### src/rtl/core/csdc_pkg.sv
// Package of the clock set and display controller: item and result types, mode codes,
// register indexes, reset values and the seven-segment font.
// Depends on nothing; csdc_press, csdc_display and the top level import it.
package csdc_pkg;

	localparam int unsigned CFG_W     = 16;
	localparam int unsigned CFG_IDX_W = 2;

	// Configuration register indexes
	localparam logic [CFG_IDX_W-1:0] CFG_SHORT_MIN = 2'd0;
	localparam logic [CFG_IDX_W-1:0] CFG_SHORT_MAX = 2'd1;
	localparam logic [CFG_IDX_W-1:0] CFG_LONG      = 2'd2;

	localparam logic [CFG_W-1:0] SHORT_MIN_RST = 16'd50;
	localparam logic [CFG_W-1:0] SHORT_MAX_RST = 16'd1500;
	localparam logic [CFG_W-1:0] LONG_RST      = 16'd2000;

	localparam logic [4:0] EDIT_HOURS_RST = 5'd12;
	localparam logic [5:0] EDIT_MINS_RST  = 6'd0;

	localparam logic [5:0] HOURS_PER_DAY    = 6'd24;
	localparam logic [6:0] MINUTES_PER_HOUR = 7'd60;

	localparam logic [7:0] COLON_BIT = 8'h80;

	// floor(x / 125) for x below 2^31 is (x * BLINK_RECIP) >> BLINK_SHIFT.
	// With x = now_ms >> 1 this gives now_ms / 250.
	localparam logic [31:0] BLINK_RECIP = 32'd2199023256;
	localparam int unsigned BLINK_SHIFT = 38;

	typedef enum logic [1:0] {
		UI_RUN       = 2'd0,
		UI_EDIT_HRS  = 2'd1,
		UI_EDIT_MINS = 2'd2
	} mode_t;

	typedef struct packed {
		logic        command;
		logic [31:0] now_ms;
		logic        button_pressed;
		logic [4:0]  clock_hours;
		logic [5:0]  clock_minutes;
	} item_t;

	typedef struct packed {
		logic       digit_valid;
		logic [1:0] digit_index;
		logic [7:0] segment_byte;
		logic       clock_write;
		logic [4:0] write_hours;
		logic [5:0] write_minutes;
		logic [1:0] mode;
	} result_t;

	// Outcome of one event on the press timer and the edit state
	typedef struct packed {
		mode_t      mode;
		logic [4:0] edit_hours;
		logic [5:0] edit_minutes;
		logic       clock_write;
		logic [4:0] write_hours;
		logic [5:0] write_minutes;
	} press_out_t;

	typedef logic [7:0] seg_t;

	function automatic seg_t seg_font(input logic [3:0] d);
		seg_t g;
		case (d)
			4'd0: g = 8'h3F;
			4'd1: g = 8'h06;
			4'd2: g = 8'h5B;
			4'd3: g = 8'h4F;
			4'd4: g = 8'h66;
			4'd5: g = 8'h6D;
			4'd6: g = 8'h7D;
			4'd7: g = 8'h07;
			4'd8: g = 8'h7F;
			4'd9: g = 8'h6F;
			default: g = 8'h00;
		endcase
		return g;
	endfunction

	// Tens glyph in the upper byte, units glyph in the lower byte, for values up to 63.
	function automatic logic [15:0] glyph_pair(input logic [5:0] v);
		logic [3:0] tens;
		logic [5:0] units;
		tens = 4'd0;
		for (int i = 1; i <= 6; i++) begin
			if (v >= 6'(i * 10))
				tens = 4'(i);
		end
		units = v - 6'(tens) * 6'd10;
		return {seg_font(tens), seg_font(units[3:0])};
	endfunction

endpackage

### src/rtl/core/csdc_display.sv
// Builds the four seven-segment digit bytes from the mode, the time shown and the colon.
// Depends on csdc_pkg.
module csdc_display (
	input  csdc_pkg::mode_t   mode,
	input  logic [4:0]        edit_hours,
	input  logic [5:0]        edit_minutes,
	input  logic [4:0]        clock_hours,
	input  logic [5:0]        clock_minutes,
	input  logic              colon_on,
	input  logic              blink_off,
	output csdc_pkg::seg_t    digits [4]
);
	import csdc_pkg::*;

	logic [15:0] hours_g;
	logic [15:0] mins_g;
	logic        setting;
	logic        hours_on;
	logic        mins_on;
	seg_t        colon;

	assign setting = (mode == UI_EDIT_HRS) || (mode == UI_EDIT_MINS);
	assign hours_g = glyph_pair(setting ? {1'b0, edit_hours} : {1'b0, clock_hours});
	assign mins_g  = glyph_pair(setting ? edit_minutes : clock_minutes);

	// The pair under edit is blanked during the odd 250 ms slots.
	assign hours_on = !setting || (mode == UI_EDIT_MINS) || !blink_off;
	assign mins_on  = !setting || (mode == UI_EDIT_HRS) || !blink_off;
	assign colon    = (setting || colon_on) ? COLON_BIT : 8'h00;

	assign digits[3] = (hours_on ? hours_g[15:8] : 8'h00) | colon;
	assign digits[2] = (hours_on ? hours_g[7:0]  : 8'h00) | colon;
	assign digits[1] = (mins_on  ? mins_g[15:8]  : 8'h00) | colon;
	assign digits[0] = (mins_on  ? mins_g[7:0]   : 8'h00) | colon;

endmodule

### config.mk
export PLATFORM = sky130hd
export DESIGN_NAME = csdc_display
export DESIGN_NICKNAME = d
export VERILOG_FILES = /design/src/rtl/core/csdc_pkg.sv /design/src/rtl/core/csdc_display.sv
export SDC_FILE = /design/constraint.sdc
export NUM_CORES = 1
export LEC_CHECK = 0
export BUFFER_PORTS_ARGS = -buffer_cell sky130_fd_sc_hd__buf_2
export CORE_MARGIN = 2
export CORE_UTILIZATION = 42
export DETAILED_ROUTE_END_ITERATION = 12
export GPL_ROUTABILITY_DRIVEN = 0
export GPL_TIMING_DRIVEN = 0
export PLACE_DENSITY_LB_ADDON = 0.05
export SYNTH_ARGS = -nofsm -noshare
export SYNTH_HDL_FRONTEND = slang
export SYNTH_SLANG_ARGS = --single-unit
### constraint.sdc
create_clock -name vclk -period 8.6
set_input_delay 1.72 -clock vclk [all_inputs]
set_output_delay 1.72 -clock vclk [all_outputs]
set_load 0.02 [all_outputs]
# Word-level counts from Yosys, hierarchy flattened
# Memory sizes are Yosys's and may differ from the RTL's.
# Index checks and enable logic that the tools add are counted.
totals:
  reg_bits: 0
  latchBits: 0
  ramBits: 0
  rom_bits: 448
  in_bits: 26
  out_inout_bits: 32
  word_cells: 53
  n_memories: 4
mem_list:
  columns: ["name", "words", "word_bits", "rd", "rd_ports_with_merged_regs", "wr", "line", "rtl"]
  rows:
  - ["(no name shown)", 16, 7, 1, 0, 0, "csdc_pkg.sv:69", "case (d)"]
  - ["(no name shown)", 16, 7, 1, 0, 0, "csdc_pkg.sv:69", null]
  - ["(no name shown)", 16, 7, 1, 0, 0, "csdc_pkg.sv:69", null]
  - ["(no name shown)", 16, 7, 1, 0, 0, "csdc_pkg.sv:69", null]
classes:
  n_addsub: 2
  n_mul: 2
  div_mod_pow: 0
  n_lt_le_gt_ge: 12
  eq_ne: 2
  n_shift: 0
  mux: 19
  bitwise_logic: 4
  n_reduce_logical: 8
ops:
  columns: ["op", "count"]
  rows:
  - ["$mux 4", 10]
  - ["$mux 8", 5]
  - ["$or 8x8->8", 4]
  - ["$ge 5x6->1 const B", 3]
  - ["$ge 6x6->1 const B", 3]
  - ["$ge 6x5->1 const B", 2]
  - ["$ge 5x5->1 const B", 2]
  - ["$mul 4x3->3 const B", 2]
  - ["$sub 4x4->4", 2]
  - ["$ge 6x4->1 const B", 1]
  - ["$logic_or 1x1->1", 6]
  - ["$mux 6", 1]
  - ["$ge 5x4->1 const B", 1]
  - ["$mux 5", 1]
  - ["$eq 2x1->1 const B", 1]
  - ["$eq 2x2->1 const B", 1]
  - ["$logic_not 1->1", 2]
  - ["$mux 1", 2]

# Logic depth before layout (Yosys ltp)
# An unclocked memory read counts as a cell.
logic_depth:
  word_depth: 15
  depth_mapped: 18
  ltp_nobuf: 16

# Worst setup path before layout
# No wires, ideal clock.
synth_timing:
  path_type: "input to output"
  from: "input mode[0]"
  to: "output digits[24] in the netlist's numbering"
  t_arrival_ns: 5.059
  required_time_ns: 6.880
  slack_ns: 1.821
  path_stages: 17
  n_path_buf: 2
  path_cell_list: "inv_1 > ha_1 > buf_6 > mux2_4 > inv_2 > nand2_1 > nor2_1 > a31oi_1 > o221ai_1 > inv_1 > ha_1 > fa_1 > or3_1 > o211ai_2 > buf_6 > o21ai_0 > a21oi_1"
synth_rtl:
  columns: ["element", "line", "rtl"]
  rows:
  - ["from (decl)", "csdc_display.sv:4", "input csdc_pkg::mode_t mode,"]
  - ["to (decl)", "csdc_display.sv:11", "output csdc_pkg::seg_t digits [4]"]

==> summary.txt <==
Run status
  – Status: finished, final reports clean

Cells and area
  – Sequential Area: 0 sq um
  – Clkbuf count: 0
  – Layout area overhead: 25.85%
  – Share of cells above drive strength 1: a little over a third
  – Post-layout util: a little over half
  – Flip-flop and latch count: 0
  – # fillers: roughly 290
  – Ant diodes: 0
  – Multi-input combinational cell area: approximately 1100 sq um
  – Number of nets in the layout: 286

Route
  – DR WL/cell: about 12 um
  – Total iterations of the first detailed-routing run: 5
  – Final ANT Viol Nets: 0
  – Vias/cell: ~5.3
  – DRT iter0 DRCs: 78
  – DRC Markers: 0
  – Vias: 1422
  – Final WL: approximately 3.1 mm

CTS
  – Post-CTS Setup Bufs: 0
  – # resized after CTS: 0
  – # hold bufs at CTS: 0

Setup path
  – CP Data Arrival Time: 5.48 ns
  – Critical Path Fanout Max: 10
  – CP endpoint kind: output port
  – Critical Path RT: 6.88 ns
  – Setup CP Type: in2out
  – Startpoint Class: input pin
  – Critical Path Start: mode[0]

Floorplan
  – Die Y-Extent: roughly 59 um
  – I/O Pins: 58
  – Initial Utilization: between 40 and 50%
  – Die area: between 3000 and 4000 sq um
  – Core area: around 3000 sq um
  – FP Rows: 20
  – Die X: 59.26 um

Synthesis
  – Mean Syn Cell Area: roughly 7 sq um
  – Post-Syn Nets: approximately 230
  – YS warnings: 0
  – Seq/Total Area, Yosys: 0%
  – Synth unique cells: 45
  – Mapped Cells: 178
  – Post-Syn Area: approximately 1300 sq um

STA
  – RSZ-0062 raised after global routing: false
  – Worst hold slack: approximately 3.8 ns
  – Relative max-transition margin: around 64%
  – Final setup violating endpoints: 0
  – Final Hold Viols: 0
  – Final setup TNS: 0 ns
  – Least-Margin Pin Slew: 0.5419 ns
  – Final worst path period share: between 80% and 90%
  – Tmin final: about 7.2 ns
  – Fmax: between 0.1 and 0.15 GHz
  – Slew Limit Fails: 0

Place
  – Post-DP HPWL: between 2 and 3 mm
  – I/O Buffers: just under 60

Worst hold path
  – Worst hold start: colon_on
  – Class of the worst hold path: in2out

Global route
  – Number of global-route vias before repair: approximately 1100
  – Antenna violations before repair: 0
  – GRT Total Usage: approximately 17%
  – Gr ovfl total: 0
  – Largest net degree at the start of global routing: 11
  – Wire length of the first global-routing pass: ~4.8 mm

Power
  – Maximum VDD drop: 0.1303 mV
  – PwrDens: around 190 nW/um^2
  – Total power: between 0.3 and 0.4 mW
  – Leakage power: roughly 0.84 nW

Flow run
  – Maxcap violations: 0
==> per-stage QoR <==
stage	cells	instance area (sq um)	worst slack, ns
6_report	269	1614	1.402
5_1_grt	269	1614	1.159
4_1_cts	269	1614	1.413
3_5_place_dp	269	1614	1.439
3_3_place_gp	269	1614	1.483
2_1_floorplan	178	1282	1.821
==> cell usage after synthesis, drive strengths merged, types with 2 or more instances <==
cell | n | area share (%)
clkbuf | 3 | 0.88
o22ai | 3 | 1.5
nand3 | 5 | 2.0
nor2 | 14 | 4.1
mux2 | 6 | 6.1
nor3 | 3 | 1.6
a21oi | 17 | 7.5
a311oi | 2 | 1.4
inv | 14 | 4.1
and2 | 3 | 1.5
xnor2 | 2 | 2.8
nand2b | 3 | 1.5
o21ai | 12 | 4.7
nand2 | 28 | 8.4
ha | 20 | 20
buf | 8 | 6.2
mux2i | 9 | 8.6
o211ai | 3 | 2.1
o32ai | 3 | 2.0
a31oi | 3 | 1.5
nor2b | 4 | 2.0
fa | 2 | 3.1
==> power breakdown <==
group	switching [mW]	internal, mW	total (mW)
Combinational	0.187	0.119	0.306
Sequential	0	0	0
Clock	0	0	0
==> layer usage <==
layer / GRT usage [%] / share of wire [%]
met5: 0 / 0
met2: 29.51 / 49
met3: 0.6550 / 5.0
met1: 23.48 / 47
met4: 0.3247 / 0
==> kinds of logic (layout without fill, tap and decap cells) <==
group / count (synthesis) / count (layout) / synth area share (%)
buffers and inverters: 25 / 83 / 11.22
and+or+nand+nor: 65 / 65 / 23.81
xor gates and xnor gates: 3 / 3 / 3.513
AOI/OAI and AO/OA: 48 / 48 / 24.10
adders and majority gates: 22 / 22 / 22.63
muxes: 15 / 15 / 14.73
==> placed cells by master, fill, tap and decap left out, drive strengths merged <==
cell type / n
nand2b: 3
and4: 1
mux2i: 9
nand3: 5
clkbuf: 3
buf: 66
fa: 2
a31oi: 3
a21boi: 1
and3: 1
nor2b: 4
o32a: 1
o22a: 1
o22ai: 3
and2: 3
and2b: 1
a311oi: 2
inv: 14
or2: 1
ha: 20
o221ai: 1
mux2: 6
xor2: 1
o211ai: 3
nand2: 28
nor3: 3
xnor2: 2
nor2: 14
o32ai: 3
a22o: 1
or3: 1
a21oi: 17
o21ai: 12
==> critical path, stage by stage <==
cell	delay (ns)
buf_2	0.09
inv_1	0.04
ha_1	0.28
buf_6	0.16
buf_12	0.15
mux2i_1	0.43
nand3_1	0.16
o221ai_1	0.45
inv_1	0.16
ha_1	0.22
fa_1	0.42
or3_1	0.41
o211ai_2	0.18
buf_6	0.15
o21ai_0	0.12
a21oi_1	0.14
buf_2	0.18
==> worst paths after layout <==
path,endpoint,slack [ns],cells after the start
worst min-delay path,digits[7],3.83,3
worst max-delay path,digits[29],1.40,17
==> area by class of cell <==
cell class	count	area share, %
multi-input combinational	153	70.54
timing repair buffer	58	17.98
buffer	11	5.659
inverter	14	3.256
tap	33	2.558
Power figures use the tool's default switching activity.
