[config.mk]
export PLATFORM = sky130hd
export DESIGN_NAME = csdc_press
export DESIGN_NICKNAME = d
export VERILOG_FILES = /design/src/rtl/core/csdc_pkg.sv /design/src/rtl/core/csdc_press.sv
export SDC_FILE = /design/constraint.sdc
export NUM_CORES = 1
export LEC_CHECK = 0
export ABC_AREA = 1
export BUFFER_PORTS_ARGS = -buffer_cell sky130_fd_sc_hd__buf_2
export CAP_MARGIN = 0
export CORE_ASPECT_RATIO = 0.9
export CORE_MARGIN = 3
export CORE_UTILIZATION = 43
export CTS_CLUSTER_SIZE = 20
export DETAILED_ROUTE_END_ITERATION = 6
export HOLD_SLACK_MARGIN = 0.08
export PLACE_DENSITY = 0.68
export SLEW_MARGIN = 30
export SYNTH_ARGS = -nofsm -noshare
export SYNTH_HDL_FRONTEND = slang
export SYNTH_SLANG_ARGS = --single-unit
[constraint.sdc]
create_clock -name clk -period 4.05 [get_ports clk]
set_input_delay 0.405 -clock clk [delete_from_list [all_inputs] [get_ports clk]]
set_output_delay 0.405 -clock clk [all_outputs]
set_load 0.005 [all_outputs]
[src/rtl/core/csdc_pkg.sv]
// Package of the clock set and display controller: item and result types, mode codes,
// register indexes, reset values and the seven-segment font.
// Depends on nothing; csdc_press, csdc_display and the top level import it.
package csdc_pkg;

	localparam int unsigned CFG_W     = 16;
	localparam int unsigned CFG_IDX_W = 2;

	// Configuration register indexes
	localparam logic [CFG_IDX_W-1:0] CFG_SHORT_MIN = 2'd0;
	localparam logic [CFG_IDX_W-1:0] CFG_SHORT_MAX = 2'd1;
	localparam logic [CFG_IDX_W-1:0] CFG_LONG      = 2'd2;

	localparam logic [CFG_W-1:0] SHORT_MIN_RST = 16'd50;
	localparam logic [CFG_W-1:0] SHORT_MAX_RST = 16'd1500;
	localparam logic [CFG_W-1:0] LONG_RST      = 16'd2000;

	localparam logic [4:0] EDIT_HOURS_RST = 5'd12;
	localparam logic [5:0] EDIT_MINS_RST  = 6'd0;

	localparam logic [5:0] HOURS_PER_DAY    = 6'd24;
	localparam logic [6:0] MINUTES_PER_HOUR = 7'd60;

	localparam logic [7:0] COLON_BIT = 8'h80;

	// floor(x / 125) for x below 2^31 is (x * BLINK_RECIP) >> BLINK_SHIFT.
	// With x = now_ms >> 1 this gives now_ms / 250.
	localparam logic [31:0] BLINK_RECIP = 32'd2199023256;
	localparam int unsigned BLINK_SHIFT = 38;

	typedef enum logic [1:0] {
		UI_RUN       = 2'd0,
		UI_EDIT_HRS  = 2'd1,
		UI_EDIT_MINS = 2'd2
	} mode_t;

	typedef struct packed {
		logic        command;
		logic [31:0] now_ms;
		logic        button_pressed;
		logic [4:0]  clock_hours;
		logic [5:0]  clock_minutes;
	} item_t;

	typedef struct packed {
		logic       digit_valid;
		logic [1:0] digit_index;
		logic [7:0] segment_byte;
		logic       clock_write;
		logic [4:0] write_hours;
		logic [5:0] write_minutes;
		logic [1:0] mode;
	} result_t;

	// Outcome of one event on the press timer and the edit state
	typedef struct packed {
		mode_t      mode;
		logic [4:0] edit_hours;
		logic [5:0] edit_minutes;
		logic       clock_write;
		logic [4:0] write_hours;
		logic [5:0] write_minutes;
	} press_out_t;

	typedef logic [7:0] seg_t;

	function automatic seg_t seg_font(input logic [3:0] d);
		seg_t g;
		case (d)
			4'd0: g = 8'h3F;
			4'd1: g = 8'h06;
			4'd2: g = 8'h5B;
			4'd3: g = 8'h4F;
			4'd4: g = 8'h66;
			4'd5: g = 8'h6D;
			4'd6: g = 8'h7D;
			4'd7: g = 8'h07;
			4'd8: g = 8'h7F;
			4'd9: g = 8'h6F;
			default: g = 8'h00;
		endcase
		return g;
	endfunction

	// Tens glyph in the upper byte, units glyph in the lower byte, for values up to 63.
	function automatic logic [15:0] glyph_pair(input logic [5:0] v);
		logic [3:0] tens;
		logic [5:0] units;
		tens = 4'd0;
		for (int i = 1; i <= 6; i++) begin
			if (v >= 6'(i * 10))
				tens = 4'(i);
		end
		units = v - 6'(tens) * 6'd10;
		return {seg_font(tens), seg_font(units[3:0])};
	endfunction

endpackage

[src/rtl/core/csdc_press.sv]
// Button press timer with mode sequencing and edit-time registers.
// Depends on csdc_pkg.
module csdc_press (
	input  logic                          clk,
	input  logic                          arst_n,
	input  logic                          step,
	input  logic [31:0]                   now_ms,
	input  logic                          button_pressed,
	input  logic [4:0]                    clock_hours,
	input  logic [5:0]                    clock_minutes,
	input  logic [csdc_pkg::CFG_W-1:0]    short_min,
	input  logic [csdc_pkg::CFG_W-1:0]    short_max,
	input  logic [csdc_pkg::CFG_W-1:0]    long_ms,
	output csdc_pkg::press_out_t          nxt
);
	import csdc_pkg::*;

	mode_t       mode_q;
	logic [4:0]  edit_hours_q;
	logic [5:0]  edit_minutes_q;
	logic [31:0] press_start_q;
	logic        press_active_q;

	logic [31:0] held;
	logic        start_press;
	logic        active_nxt;
	logic [5:0]  hours_inc;
	logic [6:0]  mins_inc;
	logic [4:0]  hours_wrap;
	logic [5:0]  mins_wrap;

	assign held      = now_ms - press_start_q;
	assign hours_inc = {1'b0, edit_hours_q} + 6'd1;
	assign mins_inc  = {1'b0, edit_minutes_q} + 7'd1;
	assign hours_wrap = (hours_inc >= HOURS_PER_DAY) ? 5'(hours_inc - HOURS_PER_DAY)
	                                                 : hours_inc[4:0];
	assign mins_wrap  = (mins_inc >= MINUTES_PER_HOUR) ? 6'(mins_inc - MINUTES_PER_HOUR)
	                                                   : mins_inc[5:0];

	always_comb begin
		nxt          = '{mode: mode_q, edit_hours: edit_hours_q, edit_minutes: edit_minutes_q,
		                 clock_write: 1'b0, write_hours: 5'd0, write_minutes: 6'd0};
		start_press  = 1'b0;
		active_nxt   = press_active_q;
		if (button_pressed && !press_active_q) begin
			start_press = 1'b1;
			active_nxt  = 1'b1;
		end else if (!button_pressed && press_active_q) begin
			active_nxt = 1'b0;
			if (held >= {16'd0, short_min} && held < {16'd0, short_max}) begin
				case (mode_q)
					UI_EDIT_HRS:  nxt.edit_hours   = hours_wrap;
					UI_EDIT_MINS: nxt.edit_minutes = mins_wrap;
					default: ;
				endcase
			end
		end else if (button_pressed && press_active_q && held >= {16'd0, long_ms}) begin
			active_nxt = 1'b0;
			case (mode_q)
				UI_EDIT_HRS: nxt.mode = UI_EDIT_MINS;
				UI_EDIT_MINS: begin
					nxt.mode          = UI_RUN;
					nxt.clock_write   = 1'b1;
					nxt.write_hours   = edit_hours_q;
					nxt.write_minutes = edit_minutes_q;
				end
				default: begin
					nxt.mode         = UI_EDIT_HRS;
					nxt.edit_hours   = clock_hours;
					nxt.edit_minutes = clock_minutes;
				end
			endcase
		end
	end

	always_ff @(posedge clk or negedge arst_n) begin
		if (!arst_n) begin
			mode_q         <= UI_RUN;
			edit_hours_q   <= EDIT_HOURS_RST;
			edit_minutes_q <= EDIT_MINS_RST;
			press_start_q  <= 32'd0;
			press_active_q <= 1'b0;
		end else if (step) begin
			mode_q         <= nxt.mode;
			edit_hours_q   <= nxt.edit_hours;
			edit_minutes_q <= nxt.edit_minutes;
			press_active_q <= active_nxt;
			if (start_press)
				press_start_q <= now_ms;
		end
	end

endmodule

Yosys cells after proc, flatten, opt, wreduce, memory -nomap -nowiden

Cells that the tools add are included.

Register bits after elaboration: 46
Latch bits: 0
RAM bits: 0
Bits in read-only memories: 0
Bits of input ports: 95
Output and inout bits: 25
Word-level logic and storage cells: 45
Memories: 0

Add/subtract/negate cells: 5
Multiply operators: 0
Divide/modulo/power cells: 0
$lt $le $gt $ge: 5
Equality and inequality tests: 2
Shifts and indexed selects: 0
Muxes and demuxes: 17
Bitwise gates (word level): 0
Reductions and logical operators: 11

Operators with widths:

| cell                                                              | count |
|---|---|
| greater-or-equal comparator 32 x 16 -> 1 bit                      | 2 |
| 2-to-1 mux 25 bit                                                 | 2 |
| 2-to-1 mux 11 bit                                                 | 3 |
| < comparator 32 x 16 -> 1 bit                                     | 1 |
| subtractor 32 bit                                                 | 1 |
| 2-to-1 mux 12 bit                                                 | 2 |
| 2-to-1 mux 6 bit                                                  | 2 |
| 2-to-1 mux 5 bit                                                  | 2 |
| adder 6 x 1 -> 7 bit, second input constant                       | 1 |
| greater-or-equal comparator 7 x 6 -> 1 bit, second input constant | 1 |
| adder 5 x 1 -> 6 bit, second input constant                       | 1 |
| greater-or-equal comparator 6 x 5 -> 1 bit, second input constant | 1 |
| subtractor 6 bit, second input constant                           | 1 |
| logical AND 1 bit                                                 | 5 |
| subtractor 5 bit, second input constant                           | 1 |
| 2-to-1 mux 1 bit                                                  | 4 |
| case mux 2 bit (2 select lines)                                   | 1 |
| AND reduction 2 bit                                               | 2 |
| nonzero test 3 bit                                                | 1 |
| equality test 2 x 1 -> 1 bit, second input constant               | 1 |
| equality test 2 bit, second input constant                        | 1 |
| zero test 1 bit                                                   | 2 |
| 2-to-1 mux 2 bit                                                  | 1 |
| OR reduction 2 bit                                                | 1 |

Logic depth before layout (Yosys ltp)

Depth after elaboration: 7
Depth in mapped cells: 26
Depth with buffers taken out: 26

Least setup slack after synthesis

Ideal clock, no wire load.

Kind: input -> output
From: in now_ms[0]
To: out nxt[13] (netlist name)
Arrival time: 3112 ps
Data required time: 3645 ps
Setup slack: 533 ps
Stages: 19
Buffers on the path: 1
Path through: inv_1 -> ha_1 -> fa_1 -> inv_1 -> nand3_1 -> nand3_1 -> nand2_1 -> nand2_1 -> xor2_1 -> ha_1 -> nand4_1 -> o221a_2 -> nand2_1 -> nor2_1 -> clkbuf_1 -> nand4_1 -> nand2_1 -> a21oi_2 -> a21boi_1

RTL lines:

| element         | line             | RTL |
|---|---|---|
| start, declared | csdc_press.sv:7  | `input logic [31:0] now_ms,` |
| end, declared   | csdc_press.sv:14 | `output csdc_pkg::press_out_t nxt` |

==> flow_metrics.env <==
export IMPL_status="finished, violations left"
export IMPL_failed_checks="negative setup slack"
export IMPL_track_usage=0.220
export IMPL_clock_path_buffers=2
export IMPL_fin_crit_sh=1.01
export IMPL_grt_pass1_vias=6947
export IMPL_critPathTopFamily="simple AND/OR/NAND/NOR gates"
export IMPL_hold_ws_ns=0.191
export IMPL_cp_end_kind="primary output"
export IMPL_start_kind="register"
export IMPL_wirelength_mm=19.7
export IMPL_core_region_area_sq_um=15500
export IMPL_drt_initial_drc_count=525
export IMPL_final_area_sq_um=8850
export IMPL_vias=7435
export IMPL_syn_area_per_cell_sq_um=5.83
export IMPL_insertion_delay_ns=0.31
export IMPL_die_h_microns=126
export IMPL_synth_seq_cells=46
export IMPL_clock_skew_ns=0.0129
export IMPL_port_buffers=119
export IMPL_globalRouteOverflowTotal=0
export IMPL_wl_per_cell_microns=12.8
export IMPL_grt_first_pass_wirelength_mm=32.8
export IMPL_clock_fmax_mhz=245
export IMPL_critPathRequiredTime_ns=3.64
export IMPL_clockRootBuffer="clkbuf_16"
export IMPL_worstPathMaxFanout=6
export IMPL_worstMarginPinSlew_ns=0.630
export IMPL_irDropWorstVdd_v=0.000311
export IMPL_ctsHtreeMaxLevel=2
export IMPL_start_util=0.442
export IMPL_final_cell_count_no_fill=1537
export IMPL_drive_gt1_frac=0.250
export IMPL_clkSinkCount=46
export IMPL_post_drt_via_cell_ratio=4.84
export IMPL_die_area_sq_um=17500
export IMPL_synth_seq_area_share=0.168
export IMPL_cap_viol_max_count=0
export IMPL_post_synth_top_area_cell="nand2_1"
export IMPL_cp_data_arrival_time_ns=3.68
export IMPL_path_buf_inv=4
export IMPL_cts_buffers=5
export IMPL_cpPeakStageDelay_ns=0.42
export IMPL_dp_cells=1514
export IMPL_syn_inst=1175
export IMPL_p_leak_uw=0.00517
export IMPL_crit_type="register to primary output"
export IMPL_path_cells="ha_4 -> fa_2 -> inv_4 -> nand3_2 -> nand3_2 -> buf_4 -> xor2_4 -> ha_1 -> a21oi_2 -> nor2_2 -> a211oi_2 -> o21ai_1 -> nand2_1 -> nand2_2 -> a21oi_2 -> nand3_2 -> nand2_4 -> buf_6 -> nand2_2 -> nand2_1 -> nand2_1 -> a21boi_1 -> buf_2"
export IMPL_p_total_uw=6540
export IMPL_finalSetupViolations=2
export IMPL_synthTopCellsByArea="nand2_1 22%, ha_1 16%, dfrtp_1 16%"
export IMPL_final_max_slew_viol_count=0
export IMPL_ant_nets=0
export IMPL_hold_violations=0
export IMPL_cp_slowest_cell="dfrtp_1"
export IMPL_dr_pass1_iters=5
export IMPL_post_dp_hpwl_mm=15.4
export IMPL_place_congestion=0.909
export IMPL_drc=0
export IMPL_netlist_area_sq_um=6850
export IMPL_ios=120
export IMPL_period_minus_slack_ns=4.08
export IMPL_powerDensity_nw_per_um2=739
export IMPL_min_delay_path_class="input port to async pin"
export IMPL_r2r_slack_ns=0.63
export IMPL_nets=1518
export IMPL_die_w_microns=139
export IMPL_tritoncts="built"
export IMPL_fin_ws_ns=-0.0313
export IMPL_yosysUniqueCellTypes=41
export IMPL_yosysWarnings=0
export IMPL_grt_max_degree=64
export IMPL_synthToLayoutAreaGrowth_pct=29.1
export IMPL_mostFrequentLayoutCell="nand2_1"
export IMPL_dpl_cell_area_sq_um=7960
export IMPL_cts_hold_buf=0
export IMPL_synthesis_nets=1360
export IMPL_final_core_util=0.571
export IMPL_synth_top_area_share=0.221
export IMPL_layout_common_cells="376 x nand2_1, 213 x inv_1, 119 x buf_2"
export IMPL_clk_pin_slew_worst_paths_ns=0.08
export IMPL_rows=43
export IMPL_antenna_found_initial=1
export IMPL_rsz0062_at_grt="yes"
export IMPL_relSlewSlack=0.580
what timing repair did:
| action | CTS | global route |
|---|---|---|
| endpoints found under the hold margin | 0 | 0 |
| gates resized for setup | 53 | 71 |
| pin swaps | 16 | 36 |
| endpoints found under the setup margin | 25 | 25 |
| buffers inserted | 5 | 9 |
kinds of logic (layout without fill, tap and decap cells):
| logic type | count (synthesis) | after routing | share of synthesized area |
|---|---|---|---|
| AOI/OAI and AO/OA | 134 | 134 | 0.111 |
| muxes | 1 | 1 | 0.00164 |
| adders and majority gates | 90 | 90 | 0.165 |
| DFF | 46 | 46 | 0.168 |
| other | 0 | 1 | 0 |
| buffers and inverters | 266 | 425 | 0.149 |
| and+or+nand+nor | 614 | 614 | 0.374 |
| xor gates and xnor gates | 24 | 24 | 0.0307 |
layout make-up:
type | instances | area [sq um]
tap | 202 | 253
clock buffer | 5 | 125
inverter | 238 | 896
timing repair buffer | 179 | 1090
fill | 1506 | 6650
antenna | 1 | 2.50
clock inverter | 3 | 40.0
multi-input combinational | 863 | 5290
sequential | 46 | 1150
path summary, 6_finish.rpt:
check / from / end / cells after the start
setup / recovery: press_start_q[0]$_DFFE_PN0P_ / nxt[16] / 23
hold / removal: arst_n / press_start_q[9]$_DFFE_PN0P_ / 2
setup reg to reg: press_start_q[0]$_DFFE_PN0P_ / edit_minutes_q[5]$_DFFE_PN0P_ / 24
hold reg to reg: edit_hours_q[3]$_DFFE_PN1P_ / edit_hours_q[3]$_DFFE_PN1P_ / 2
max in group asynchronous: arst_n / press_start_q[29]$_DFFE_PN0P_ / 2
min in group clk: now_ms[31] / press_start_q[31]$_DFFE_PN0P_ / 2
where the power goes:
group / internal [uW] / switching [uW] / total [uW] / leakage (uW)
registers: 666 / 171 / 837 / 0.000522
logic: 2170 / 3040 / 5200 / 0.00456
clock network: 290 / 206 / 496 / 0.0000836
total: 3120 / 3410 / 6540 / 0.00517
state kept, by name, indices dropped and copies added, names as in the netlist:
signal,flops
mode_q,2
press_start_q,32
press_active_q,1
edit_hours_q,5
edit_minutes_q,6
synthesized netlist by cell type:
library cell and number:
nand2_1 404, inv_1 221, nor2_1 96, ha_1 89
a21oi_1 66, nand3_1 54, dfrtp_1 44, o21ai_0 34
nand4_1 22, xor2_1 21, clkbuf_1 16, inv_2 15
a21oi_2 10, a21boi_1 9, buf_2 7, nor3_1 7
and2_1 5, nand3_2 5, nand3b_1 5, nor2_2 5
nand2_2 4, o21ai_1 4, a211oi_1 3, buf_1 3
nor2_4 3, xnor2_1 3, a21o_1 2, buf_6 2
clkinv_1 2, dfstp_2 2, o21bai_1 2, a21boi_0 1
a31oi_1 1, and3_1 1, fa_1 1, mux2_2 1
nand2_4 1, nor3_2 1, nor4_1 1, o21a_1 1
o221a_2 1
routing by layer:
layer / GRT usage / wire (microns) / up-vias
met3: 0.0319 / 1250 / 16
met1: 0.320 / 9660 / 3273
met5: 0 / 0 / -
li1: - / - / 3942
met4: 0.0374 / 231 / 0
met2: 0.354 / 8530 / 204
worst register-to-register path, stage by stage (launching register included):
cell and delay, ns:
dfrtp_1 0.42, ha_4 0.19, fa_2 0.39, inv_4 0.09, nand3_2 0.06, nand3_2 0.09
buf_4 0.14, xor2_4 0.08, ha_1 0.19, a21oi_2 0.15, nor2_2 0.06, a211oi_2 0.19
o21ai_1 0.10, nand2_1 0.09, nand2_2 0.06, a21oi_2 0.15, nand3_2 0.13, buf_4 0.21
nand3_1 0.07, nand2_1 0.06, nand2_1 0.09, buf_4 0.12, nand2_1 0.04, nand3_1 0.07
nand2_1 0.06
through the flow:
stage	worst slack, ns	TNS (ns)
global placement	-0.0862	-0.641
CTS	0.000198	0
detailed placement	-0.0829	-0.567
finish	-0.0313	-0.0391
floorplan	0.533	0
global route	-0.227	-2.99
Note: power is estimated with default switching activity, not from simulation.
